<file path="config.mk">
export PLATFORM = sky130hd
export DESIGN_NAME = imu_dead_reckoning_integrator_unit
export DESIGN_NICKNAME = d
export VERILOG_FILES = /design/src/hw/rtl/imu_dr_pkg.sv /design/src/hw/rtl/imu_dead_reckoning_integrator_unit.sv
export SDC_FILE = /design/constraint.sdc
export NUM_CORES = 2
export LEC_CHECK = 0
export ABC_AREA = 1
export BUFFER_PORTS_ARGS = -buffer_cell sky130_fd_sc_hd__buf_2
export CAP_MARGIN = 5
export CORE_MARGIN = 4
export CORE_UTILIZATION = 55
export CTS_CLUSTER_SIZE = 28
export DETAILED_ROUTE_END_ITERATION = 8
export GPL_TIMING_DRIVEN = 1
export PLACE_DENSITY_LB_ADDON = 0.15
export SLEW_MARGIN = 20
export SYNTH_ARGS = -nofsm -noshare
export SYNTH_HDL_FRONTEND = slang
export SYNTH_SLANG_ARGS = --single-unit
</file>
<file path="constraint.sdc">
create_clock -name clock -period 79.4 [get_ports clock]
set_clock_uncertainty 0.2 [all_clocks]
set_input_delay 11.91 -clock clock [delete_from_list [all_inputs] [get_ports clock]]
set_output_delay 11.91 -clock clock [all_outputs]
set_load 0.01 [all_outputs]
</file>
<file path="src/hw/rtl/imu_dr_pkg.sv">
// Shared types and constants for the IMU dead-reckoning integrator.
`default_nettype none

package imu_dr_pkg;

   typedef enum logic [3:0] {
      ST_IDLE,
      ST_CONV,
      ST_RECIP,
      ST_SAT,
      ST_ADT,
      ST_ADT2,
      ST_VDT,
      ST_SUM,
      ST_UPD,
      ST_DONE
   } seq_state_type;

   typedef enum logic [0:0] {
      CSR_GRAVITY  = 1'b0,
      CSR_FRICTION = 1'b1
   } csr_index_type;

   localparam int GRAV_W = 8;
   localparam int FRIC_W = 16;
   localparam int CSR_W  = 16;
   localparam int MG_W   = 15;
   localparam int ACC_W  = 13;
   localparam int DT_W   = 16;
   localparam int VEL_W  = 32;
   localparam int POS_W  = 64;
   localparam int ADT_W  = 29;
   localparam int DP_W   = 50;
   localparam int MA_W   = 33;
   localparam int MB_W   = 24;
   localparam int MP_W   = MA_W + MB_W;

   localparam logic [GRAV_W-1:0] GRAVITY_RST  = 8'd98;
   localparam logic [FRIC_W-1:0] FRICTION_RST = 16'd2000;

   // ceil(2^32 / 1000): exact floor division by 1000 for inputs below 2^22
   localparam logic [22:0] RECIP_1000 = 23'd4294968;
   localparam logic [22:0] ROUND_HALF = 23'd500;
   localparam logic [ACC_W-1:0] ACC_POS_LIM = 13'd4095;
   localparam logic [ACC_W-1:0] ACC_NEG_LIM = 13'd4096;

endpackage

`default_nettype wire

</file>
<file path="src/hw/rtl/imu_dead_reckoning_integrator_unit.sv">
// IMU dead-reckoning integrator: shared-multiplier sequencer and state registers.
//
//  channel  direction  handshake             beat
//  req      in         req_valid/req_ready   start flag, timestamp, x/y accel in mg
//  rsp      out        rsp_valid/rsp_ready   x/y accel in tenths, velocity, position
//  csr      in         csr_we                register index, write data
//
//  A start beat gives no response and leaves the sequencer idle.
//  A sample beat steps each axis from CONV to UPD, then loads the output in DONE;
//  the one 33x24 multiplier is shared by all five products per axis.
//  req_ready is high only while the sequencer idles; the response register
//  lets the next beat enter while a response waits.
//  Synchronous active-high reset restores both CSRs and clears all motion state.
`default_nettype none

module imu_dead_reckoning_integrator_unit (
   input  wire                                       clock,
   input  wire                                       reset,
   input  wire                                       req_valid,
   output logic                                      req_ready,
   input  wire                                       req_start_req,
   input  wire  [31:0]                               req_now_ms,
   input  wire  signed [imu_dr_pkg::MG_W-1:0]        req_accel_x_mg,
   input  wire  signed [imu_dr_pkg::MG_W-1:0]        req_accel_y_mg,
   output logic                                      rsp_valid,
   input  wire                                       rsp_ready,
   output logic signed [imu_dr_pkg::ACC_W-1:0]       rsp_accel_x_tenths,
   output logic signed [imu_dr_pkg::ACC_W-1:0]       rsp_accel_y_tenths,
   output logic signed [imu_dr_pkg::VEL_W-1:0]       rsp_vel_x,
   output logic signed [imu_dr_pkg::VEL_W-1:0]       rsp_vel_y,
   output logic signed [imu_dr_pkg::POS_W-1:0]       rsp_pos_x,
   output logic signed [imu_dr_pkg::POS_W-1:0]       rsp_pos_y,
   input  wire                                       csr_we,
   input  wire  [0:0]                                csr_index,
   input  wire  [imu_dr_pkg::CSR_W-1:0]              csr_wdata
);
   import imu_dr_pkg::*;

   seq_state_type state_ff, state_in;

   logic [GRAV_W-1:0] grav_ff;
   logic [FRIC_W-1:0] fric_ff;
   logic [31:0]       last_time_ff;
   logic signed [VEL_W-1:0] vel_x_ff, vel_y_ff;
   logic signed [POS_W-1:0] pos_x_ff, pos_y_ff;
   logic              axis_ff;
   logic              rsp_valid_ff;

   logic signed [MG_W-1:0]  mg_x_ff, mg_y_ff;
   logic [DT_W-1:0]         dt_ff;
   logic signed [MP_W-1:0]  prod_ff;
   logic                    neg_ff;
   logic signed [ACC_W-1:0] acc_x_ff, acc_y_ff;
   logic signed [ADT_W-1:0] adt_ff;
   logic signed [DP_W-1:0]  dp_ff;
   logic signed [VEL_W-1:0] vsat_ff;

   logic signed [ACC_W-1:0] rsp_acc_x_ff, rsp_acc_y_ff;
   logic signed [VEL_W-1:0] rsp_vel_x_ff, rsp_vel_y_ff;
   logic signed [POS_W-1:0] rsp_pos_x_ff, rsp_pos_y_ff;

   logic                    accept;
   logic                    slot_free;
   logic [31:0]             diff;
   logic [DT_W-1:0]         dt_new;
   logic signed [MG_W-1:0]  mg_sel;
   logic signed [ACC_W-1:0] acc_sel;
   logic signed [VEL_W-1:0] vel_sel;
   logic signed [POS_W-1:0] pos_sel;
   logic signed [MA_W-1:0]  mul_a;
   logic signed [MB_W-1:0]  mul_b;
   logic signed [MP_W-1:0]  mul_p;
   logic [22:0]             prod_lo;
   logic [22:0]             mag;
   logic [22:0]             conv_x;
   logic [ACC_W-1:0]        quot;
   logic signed [ACC_W-1:0] acc_sat;
   logic [VEL_W:0]          v_sum;
   logic signed [VEL_W-1:0] v_clamp;
   logic [VEL_W:0]          v_neg;
   logic [VEL_W:0]          fric_ext;
   logic signed [VEL_W-1:0] v_fric;
   logic [POS_W:0]          p_sum;
   logic signed [POS_W-1:0] p_clamp;

   assign req_ready = (state_ff == ST_IDLE);
   assign accept    = req_valid && req_ready;
   assign slot_free = !rsp_valid_ff || rsp_ready;

   assign diff   = req_now_ms - last_time_ff;
   assign dt_new = (diff[31:DT_W] != '0) ? {DT_W{1'b1}} : diff[DT_W-1:0];

   assign mg_sel  = axis_ff ? mg_y_ff  : mg_x_ff;
   assign acc_sel = axis_ff ? acc_y_ff : acc_x_ff;
   assign vel_sel = axis_ff ? vel_y_ff : vel_x_ff;
   assign pos_sel = axis_ff ? pos_y_ff : pos_x_ff;

   // rounding: |mg * g| + 500, then floor-divide by 1000 via reciprocal
   assign prod_lo = prod_ff[22:0];
   assign mag     = prod_ff[MP_W-1] ? (23'd0 - prod_lo) : prod_lo;
   assign conv_x  = {1'b0, mag[21:0]} + ROUND_HALF;
   assign quot    = prod_ff[44:32];

   always_comb begin
      if (neg_ff) begin
         acc_sat = (quot > ACC_NEG_LIM) ? $signed(ACC_NEG_LIM) : $signed(13'd0 - quot);
      end else begin
         acc_sat = (quot > ACC_POS_LIM) ? $signed(ACC_POS_LIM) : $signed(quot);
      end
   end

   always_comb begin
      case (state_ff)
         ST_CONV: begin
            mul_a = MA_W'(mg_sel);
            mul_b = {{(MB_W-GRAV_W){1'b0}}, grav_ff};
         end
         ST_RECIP: begin
            mul_a = {10'd0, conv_x};
            mul_b = {1'b0, RECIP_1000};
         end
         ST_ADT: begin
            mul_a = MA_W'(acc_sel);
            mul_b = {{(MB_W-DT_W){1'b0}}, dt_ff};
         end
         ST_ADT2: begin
            mul_a = MA_W'($signed(prod_ff[ADT_W-1:0]));
            mul_b = {{(MB_W-DT_W){1'b0}}, dt_ff};
         end
         ST_VDT: begin
            mul_a = MA_W'(vel_sel);
            mul_b = {{(MB_W-DT_W){1'b0}}, dt_ff};
         end
         default: begin
            mul_a = '0;
            mul_b = '0;
         end
      endcase
   end

   assign mul_p = mul_a * mul_b;

   // velocity: v + a*dt, clamp to 32 bits
   assign v_sum   = {vel_sel[VEL_W-1], vel_sel} + (VEL_W+1)'(adt_ff);
   assign v_clamp = (v_sum[VEL_W] != v_sum[VEL_W-1])
                    ? (v_sum[VEL_W] ? {1'b1, {(VEL_W-1){1'b0}}} : {1'b0, {(VEL_W-1){1'b1}}})
                    : v_sum[VEL_W-1:0];

   // friction toward zero
   assign fric_ext = {{(VEL_W+1-FRIC_W){1'b0}}, fric_ff};
   assign v_neg    = (VEL_W+1)'(0) - {vsat_ff[VEL_W-1], vsat_ff};

   always_comb begin
      if (vsat_ff[VEL_W-1]) begin
         v_fric = (v_neg < fric_ext) ? '0 : vsat_ff + VEL_W'(fric_ff);
      end else begin
         v_fric = ({1'b0, vsat_ff} < fric_ext) ? '0 : vsat_ff - VEL_W'(fric_ff);
      end
   end

   // position: p + dp, clamp to 64 bits
   assign p_sum   = {pos_sel[POS_W-1], pos_sel} + (POS_W+1)'(dp_ff);
   assign p_clamp = (p_sum[POS_W] != p_sum[POS_W-1])
                    ? (p_sum[POS_W] ? {1'b1, {(POS_W-1){1'b0}}} : {1'b0, {(POS_W-1){1'b1}}})
                    : p_sum[POS_W-1:0];

   always_comb begin
      state_in = state_ff;
      case (state_ff)
         ST_IDLE:  if (accept && !req_start_req) state_in = ST_CONV;
         ST_CONV:  state_in = ST_RECIP;
         ST_RECIP: state_in = ST_SAT;
         ST_SAT:   state_in = ST_ADT;
         ST_ADT:   state_in = ST_ADT2;
         ST_ADT2:  state_in = ST_VDT;
         ST_VDT:   state_in = ST_SUM;
         ST_SUM:   state_in = ST_UPD;
         ST_UPD:   state_in = axis_ff ? ST_DONE : ST_CONV;
         ST_DONE:  if (slot_free) state_in = ST_IDLE;
         default:  state_in = ST_IDLE;
      endcase
   end

   always_ff @(posedge clock) begin
      if (reset) begin
         state_ff     <= ST_IDLE;
         grav_ff      <= GRAVITY_RST;
         fric_ff      <= FRICTION_RST;
         last_time_ff <= '0;
         vel_x_ff     <= '0;
         vel_y_ff     <= '0;
         pos_x_ff     <= '0;
         pos_y_ff     <= '0;
         axis_ff      <= 1'b0;
         rsp_valid_ff <= 1'b0;
      end else begin
         state_ff <= state_in;
         if (csr_we) begin
            case (csr_index)
               CSR_GRAVITY:  grav_ff <= csr_wdata[GRAV_W-1:0];
               CSR_FRICTION: fric_ff <= csr_wdata[FRIC_W-1:0];
               default: ;
            endcase
         end
         if (accept) begin
            last_time_ff <= req_now_ms;
            axis_ff      <= 1'b0;
            if (req_start_req) begin
               vel_x_ff <= '0;
               vel_y_ff <= '0;
               pos_x_ff <= '0;
               pos_y_ff <= '0;
            end
         end
         if (state_ff == ST_UPD) begin
            axis_ff <= ~axis_ff;
            if (axis_ff) begin
               vel_y_ff <= v_fric;
               pos_y_ff <= p_clamp;
            end else begin
               vel_x_ff <= v_fric;
               pos_x_ff <= p_clamp;
            end
         end
         if (state_ff == ST_DONE && slot_free) begin
            rsp_valid_ff <= 1'b1;
         end else if (rsp_ready) begin
            rsp_valid_ff <= 1'b0;
         end
      end
   end

   always_ff @(posedge clock) begin
      case (state_ff)
         ST_IDLE: begin
            if (accept) begin
               dt_ff   <= dt_new;
               mg_x_ff <= req_accel_x_mg;
               mg_y_ff <= req_accel_y_mg;
            end
         end
         ST_CONV: prod_ff <= mul_p;
         ST_RECIP: begin
            prod_ff <= mul_p;
            neg_ff  <= prod_ff[MP_W-1];
         end
         ST_SAT: begin
            if (axis_ff) acc_y_ff <= acc_sat;
            else         acc_x_ff <= acc_sat;
         end
         ST_ADT: prod_ff <= mul_p;
         ST_ADT2: begin
            adt_ff  <= prod_ff[ADT_W-1:0];
            prod_ff <= mul_p;
         end
         ST_VDT: begin
            dp_ff   <= prod_ff[DP_W-1:0];
            prod_ff <= mul_p;
         end
         ST_SUM: begin
            dp_ff   <= dp_ff + {prod_ff[DP_W-2:0], 1'b0};
            vsat_ff <= v_clamp;
         end
         ST_DONE: begin
            if (slot_free) begin
               rsp_acc_x_ff <= acc_x_ff;
               rsp_acc_y_ff <= acc_y_ff;
               rsp_vel_x_ff <= vel_x_ff;
               rsp_vel_y_ff <= vel_y_ff;
               rsp_pos_x_ff <= pos_x_ff;
               rsp_pos_y_ff <= pos_y_ff;
            end
         end
         default: ;
      endcase
   end

   assign rsp_valid          = rsp_valid_ff;
   assign rsp_accel_x_tenths = rsp_acc_x_ff;
   assign rsp_accel_y_tenths = rsp_acc_y_ff;
   assign rsp_vel_x          = rsp_vel_x_ff;
   assign rsp_vel_y          = rsp_vel_y_ff;
   assign rsp_pos_x          = rsp_pos_x_ff;
   assign rsp_pos_y          = rsp_pos_y_ff;

   a_sample_starts_x: assert property (@(posedge clock) disable iff (reset)
      (accept && !req_start_req) |=> (state_ff == ST_CONV && !axis_ff))
      else $error("sample beat did not start on x axis");

   a_start_clears: assert property (@(posedge clock) disable iff (reset)
      (accept && req_start_req) |=> (vel_x_ff == '0 && vel_y_ff == '0 &&
                                     pos_x_ff == '0 && pos_y_ff == '0 &&
                                     state_ff == ST_IDLE))
      else $error("start beat did not clear motion state");

   a_y_then_done: assert property (@(posedge clock) disable iff (reset)
      (state_ff == ST_UPD && axis_ff) |=> (state_ff == ST_DONE && !axis_ff))
      else $error("sequencer skipped output load after y axis");

   a_done_loads: assert property (@(posedge clock) disable iff (reset)
      (state_ff == ST_DONE && slot_free) |=> (rsp_valid_ff && state_ff == ST_IDLE))
      else $error("response not posted on completion");

   a_no_busy_accept: assert property (@(posedge clock) disable iff (reset)
      (state_ff != ST_IDLE && state_ff != ST_DONE) |=> !$rose(rsp_valid_ff))
      else $error("response posted mid-sequence");

endmodule

`default_nettype wire

</file>
==> impl_metrics.csv <==
group,metric,value,unit
job,drv_cap,0,
worst_setup_path,r2r_setup_slack,68.35,ns
yosys,syn_avg_cell_area,7.77,um^2
worst_setup_path,cp_data_arrival_time,14.85,ns
power_and_ir_drop,p_leak,33.8,nW
yosys,synth.distinct_cells,67,
place,pre_cts_slack,64.12,ns
sta,hold_viol,0,
place,io_buffers,304,
routing,met1_length,94600,um
clock_network,clk_pin_slew,0.07,ns
sta,rsz0062_at_grt,"false",
routing,vias_per_cell,5.70,
floorplanning,rows,126,
layout,multiInputGateArea,40500,um^2
layout,postLayoutCellArea,71600,um^2
worst_setup_path,cpMaxStageDelayCell,"o21ai_0",
layout,nNetsFinal,9796,
layout,fin_cells,10400,
place,dp_cells,10200,
yosys,ys_dominant_reg_cell,"edfxtp_1",
power_and_ir_drop,ir_drop,20.3,uV
sta,setup_violations,0,
yosys,yosys.area.top_type,"edfxtp_1",
yosys,synth_edf_count,453,
routing,drt_iter0_markers,5797,
layout,seq_area,18700,um^2
sta,min_period,14.70,ns
yosys,netlist_instances,8488,
clock_network,clock_path_buffers,3,
yosys,yosys_warnings,0,
worst_setup_path,cp-endpoint,"dt_ff[8]",
routing,wl,231000,um
sta,slew_headroom,18.1,%
routing,drc_errors,0,
worst_setup_path,path_cells,"buf_2 -> inv_1 -> ha_1 -> fa_1 -> inv_1 -> nand3_1 -> nand2_1 -> a21oi_1 -> o21ai_0 -> nand3_1 -> nand2_1 -> xor2_1 -> nor2_1 -> nand3_1 -> nor2_1 -> nand3_1",
yosys,ys_async_sr_fraction,0,%
worst_setup_path,critPathLaunch,"req_now_ms[0]",
sta,fin_tns_setup,0,ns
clock_network,clock_sinks,707,
worst_setup_path,crit_path_frequent_cell,"nand3_1",
floorplanning,die_area,126000,um^2
yosys,synthTopCellsByCount,"nand2_1, inv_1, nor2_1, fa_1, a21oi_1",
floorplanning,chipHeight,354,um
floorplanning,start_util,55.7,%
worst_setup_path,endpoint_kind,"register",
clock_network,hold_buffers,0,
yosys,yosysSeqAreaShare,28.3,%
global_route,grt_max_degree,92,
clock_network,root_buffer,"clkbuf_16",
layout,synthToLayoutAreaGrowth,8.56,%
worst_setup_path,cp_top_family,"simple AND/OR/NAND/NOR gates",
place,routabilityCongestion,1.05,
global_route,grt_antenna_before_repair,9,
layout,final_util,60.4,%
yosys,syn_area,66000,um^2
clock_network,ctsHtreeMaxLevel,3,
sta,worstMarginPinSlew,1.20,ns
yosys,synth_most_common_cell,"nand2_1",
worst_setup_path,critical_path_class,"primary input to register",
clock_network,cts_tree,"done",
global_route,grt_pass1_vias,58000,
sta,fin_ws,64.70,ns
sta,final_max_slew_viol_count,0,
sta,hold-worst-slack,0.237,ns
worst_setup_path,reg2regPathDepth,30,
worst_setup_path,worst_r2r_endpoint,"prod_ff[44]",
place,hpwlAfterDp,187000,um
clock_network,cts_buffers,74,
worst_setup_path,r2r-start,"axis_ff",
min_path,min_path_type,"register to register",
floorplanning,io_pins,305,
clock_network,cts_setup_buffers,0,
global_route,grt_pass1_wl,348000,um
routing,wire_per_inst,22.3,um
floorplanning,fp.dieW,354,um
power_and_ir_drop,finalPower,1.93,mW
run_status,run_status,"finished, final reports clean",
routing,route.met2.wl,102000,um
layout,drive_above_1_share,6.94,%
yosys,ys_top_cells_by_area,"edfxtp_1, fa_1, nand2_1",
power_and_ir_drop,power.density,26.9,nW/um^2
global_route,track_usage,36.2,%
routing,ant_nets,0,
routing,highest_layer,"met5",
global_route,overflow,0,
yosys,synth.top_cell.area_share,20.6,%
worst_setup_path,required,79.55,ns
routing,wl_met3,21200,um
routing,route.vias.total,59100,
worst_setup_path,cp_num_buf_inv,3,
sta,fin_crit_sh,18.5,%
floorplanning,coreArea,119000,um^2
worst_setup_path,cp_max_fo,7,
clock_network,cts_resized,0,
worst_setup_path,cp_num_cells,16,
place,place_area,69000,um^2
clock_network,insertion_delay,0.67,ns
worst_setup_path,critPathLaunchType,"primary input",
layout,fillers,11000,
worst_setup_path,slowest_delay,0.55,ns
yosys,synth_seq_cells,707,
routing,dr.pass1.iters,7,
sta,fmax,68.0,MHz
## cell families after synthesis
logic type	synth area share, %
AOI/OAI and AO/OA	10.2
xor gates and xnor gates	2.90
adders and majority gates	25.9
buffers and inverters	10.6
DFF	28.3
muxes	0.0607
other	0.0114
and+or+nand+nor	22.0
## cell usage in the layout (no fill, tap or decap), types with 32 or more instances in the layout
master,synthesis,routed
a21o_1,32,32
a21oi_1,582,582
a31oi_1,45,45
buf_2,50,303
buf_4,4,67
clkbuf_16,0,78
dfxtp_1,254,253
edfxtp_1,453,453
fa_1,583,583
ha_1,432,432
inv_1,1528,1527
nand2_1,1975,1973
nand3_1,507,505
nand4_1,74,74
nor2_1,733,727
nor3_1,89,89
o21ai_0,405,403
xnor2_1,66,66
xor2_1,149,149
## where the power goes
| part | switching, mW | total (mW) | internal, mW |
|---|---|---|---|
| sequential | 0.0438 | 0.491 | 0.448 |
| combinational | 0.726 | 1.07 | 0.340 |
| clock | 0.155 | 0.371 | 0.216 |
| total | 0.924 | 1.93 | 1.00 |
## layout make-up
cell class / count / share of cell area [%]
Sequential cell: 707 / 26.1
Clock buffer: 92 / 2.83
Antenna cell: 2 / 0.00699
Tap cell: 1600 / 2.80
Timing Repair Buffer: 372 / 2.85
Multi-Input combinational cell: 5988 / 56.5
Clock inverter: 44 / 0.758
Inverter: 1553 / 8.14
## worst min path at each step
stage | startpoint | endpoint | slack [ns] | cells after the start
finish | pos_y_ff[37] | rsp_pos_y[37] | 0.24 | 0
global route | pos_y_ff[37] | rsp_pos_y[37] | 0.24 | 0
CTS | pos_y_ff[37] | rsp_pos_y[37] | 0.24 | 0
detailed placement | pos_y_ff[37] | rsp_pos_y[37] | 0.22 | 0
global placement | pos_y_ff[19] | rsp_pos_y[19] | 0.22 | 0
floorplan | pos_x_ff[54] | rsp_pos_x[54] | 0.21 | 0
## state kept, by name (all words and copies together), names as in the netlist, 15 cells and up
name and count:
pos_x_ff 64, pos_y_ff 64, rsp_pos_x 64, rsp_pos_y 64, prod_ff 51, dp_ff 50, last_time_ff 32, rsp_vel_x 32
rsp_vel_y 32, vel_x_ff 32, vel_y_ff 32, vsat_ff 32, adt_ff 29, dt_ff 16, fric_ff 16, mg_x_ff 15
mg_y_ff 15
## worst register-to-register path, delay by kind of cell, from the launching register on
family	cells	cell delay, ns
xor gates and xnor gates	1	0.08
buffers and inverters	8	1.52
AOI/OAI and AO/OA	9	3.47
DFF	1	0.59
and+or+nand+nor	4	1.27
adders and majority gates	8	3.67
## per-layer routing
layer | GRT usage (%) | up-vias
met5 | 0 | -
met4 | 17.2 | 2
met3 | 6.24 | 609
met2 | 57.1 | 2855
met1 | 48.8 | 28200
li1 | - | 27400
Note: power is estimated with default switching activity, not from simulation.
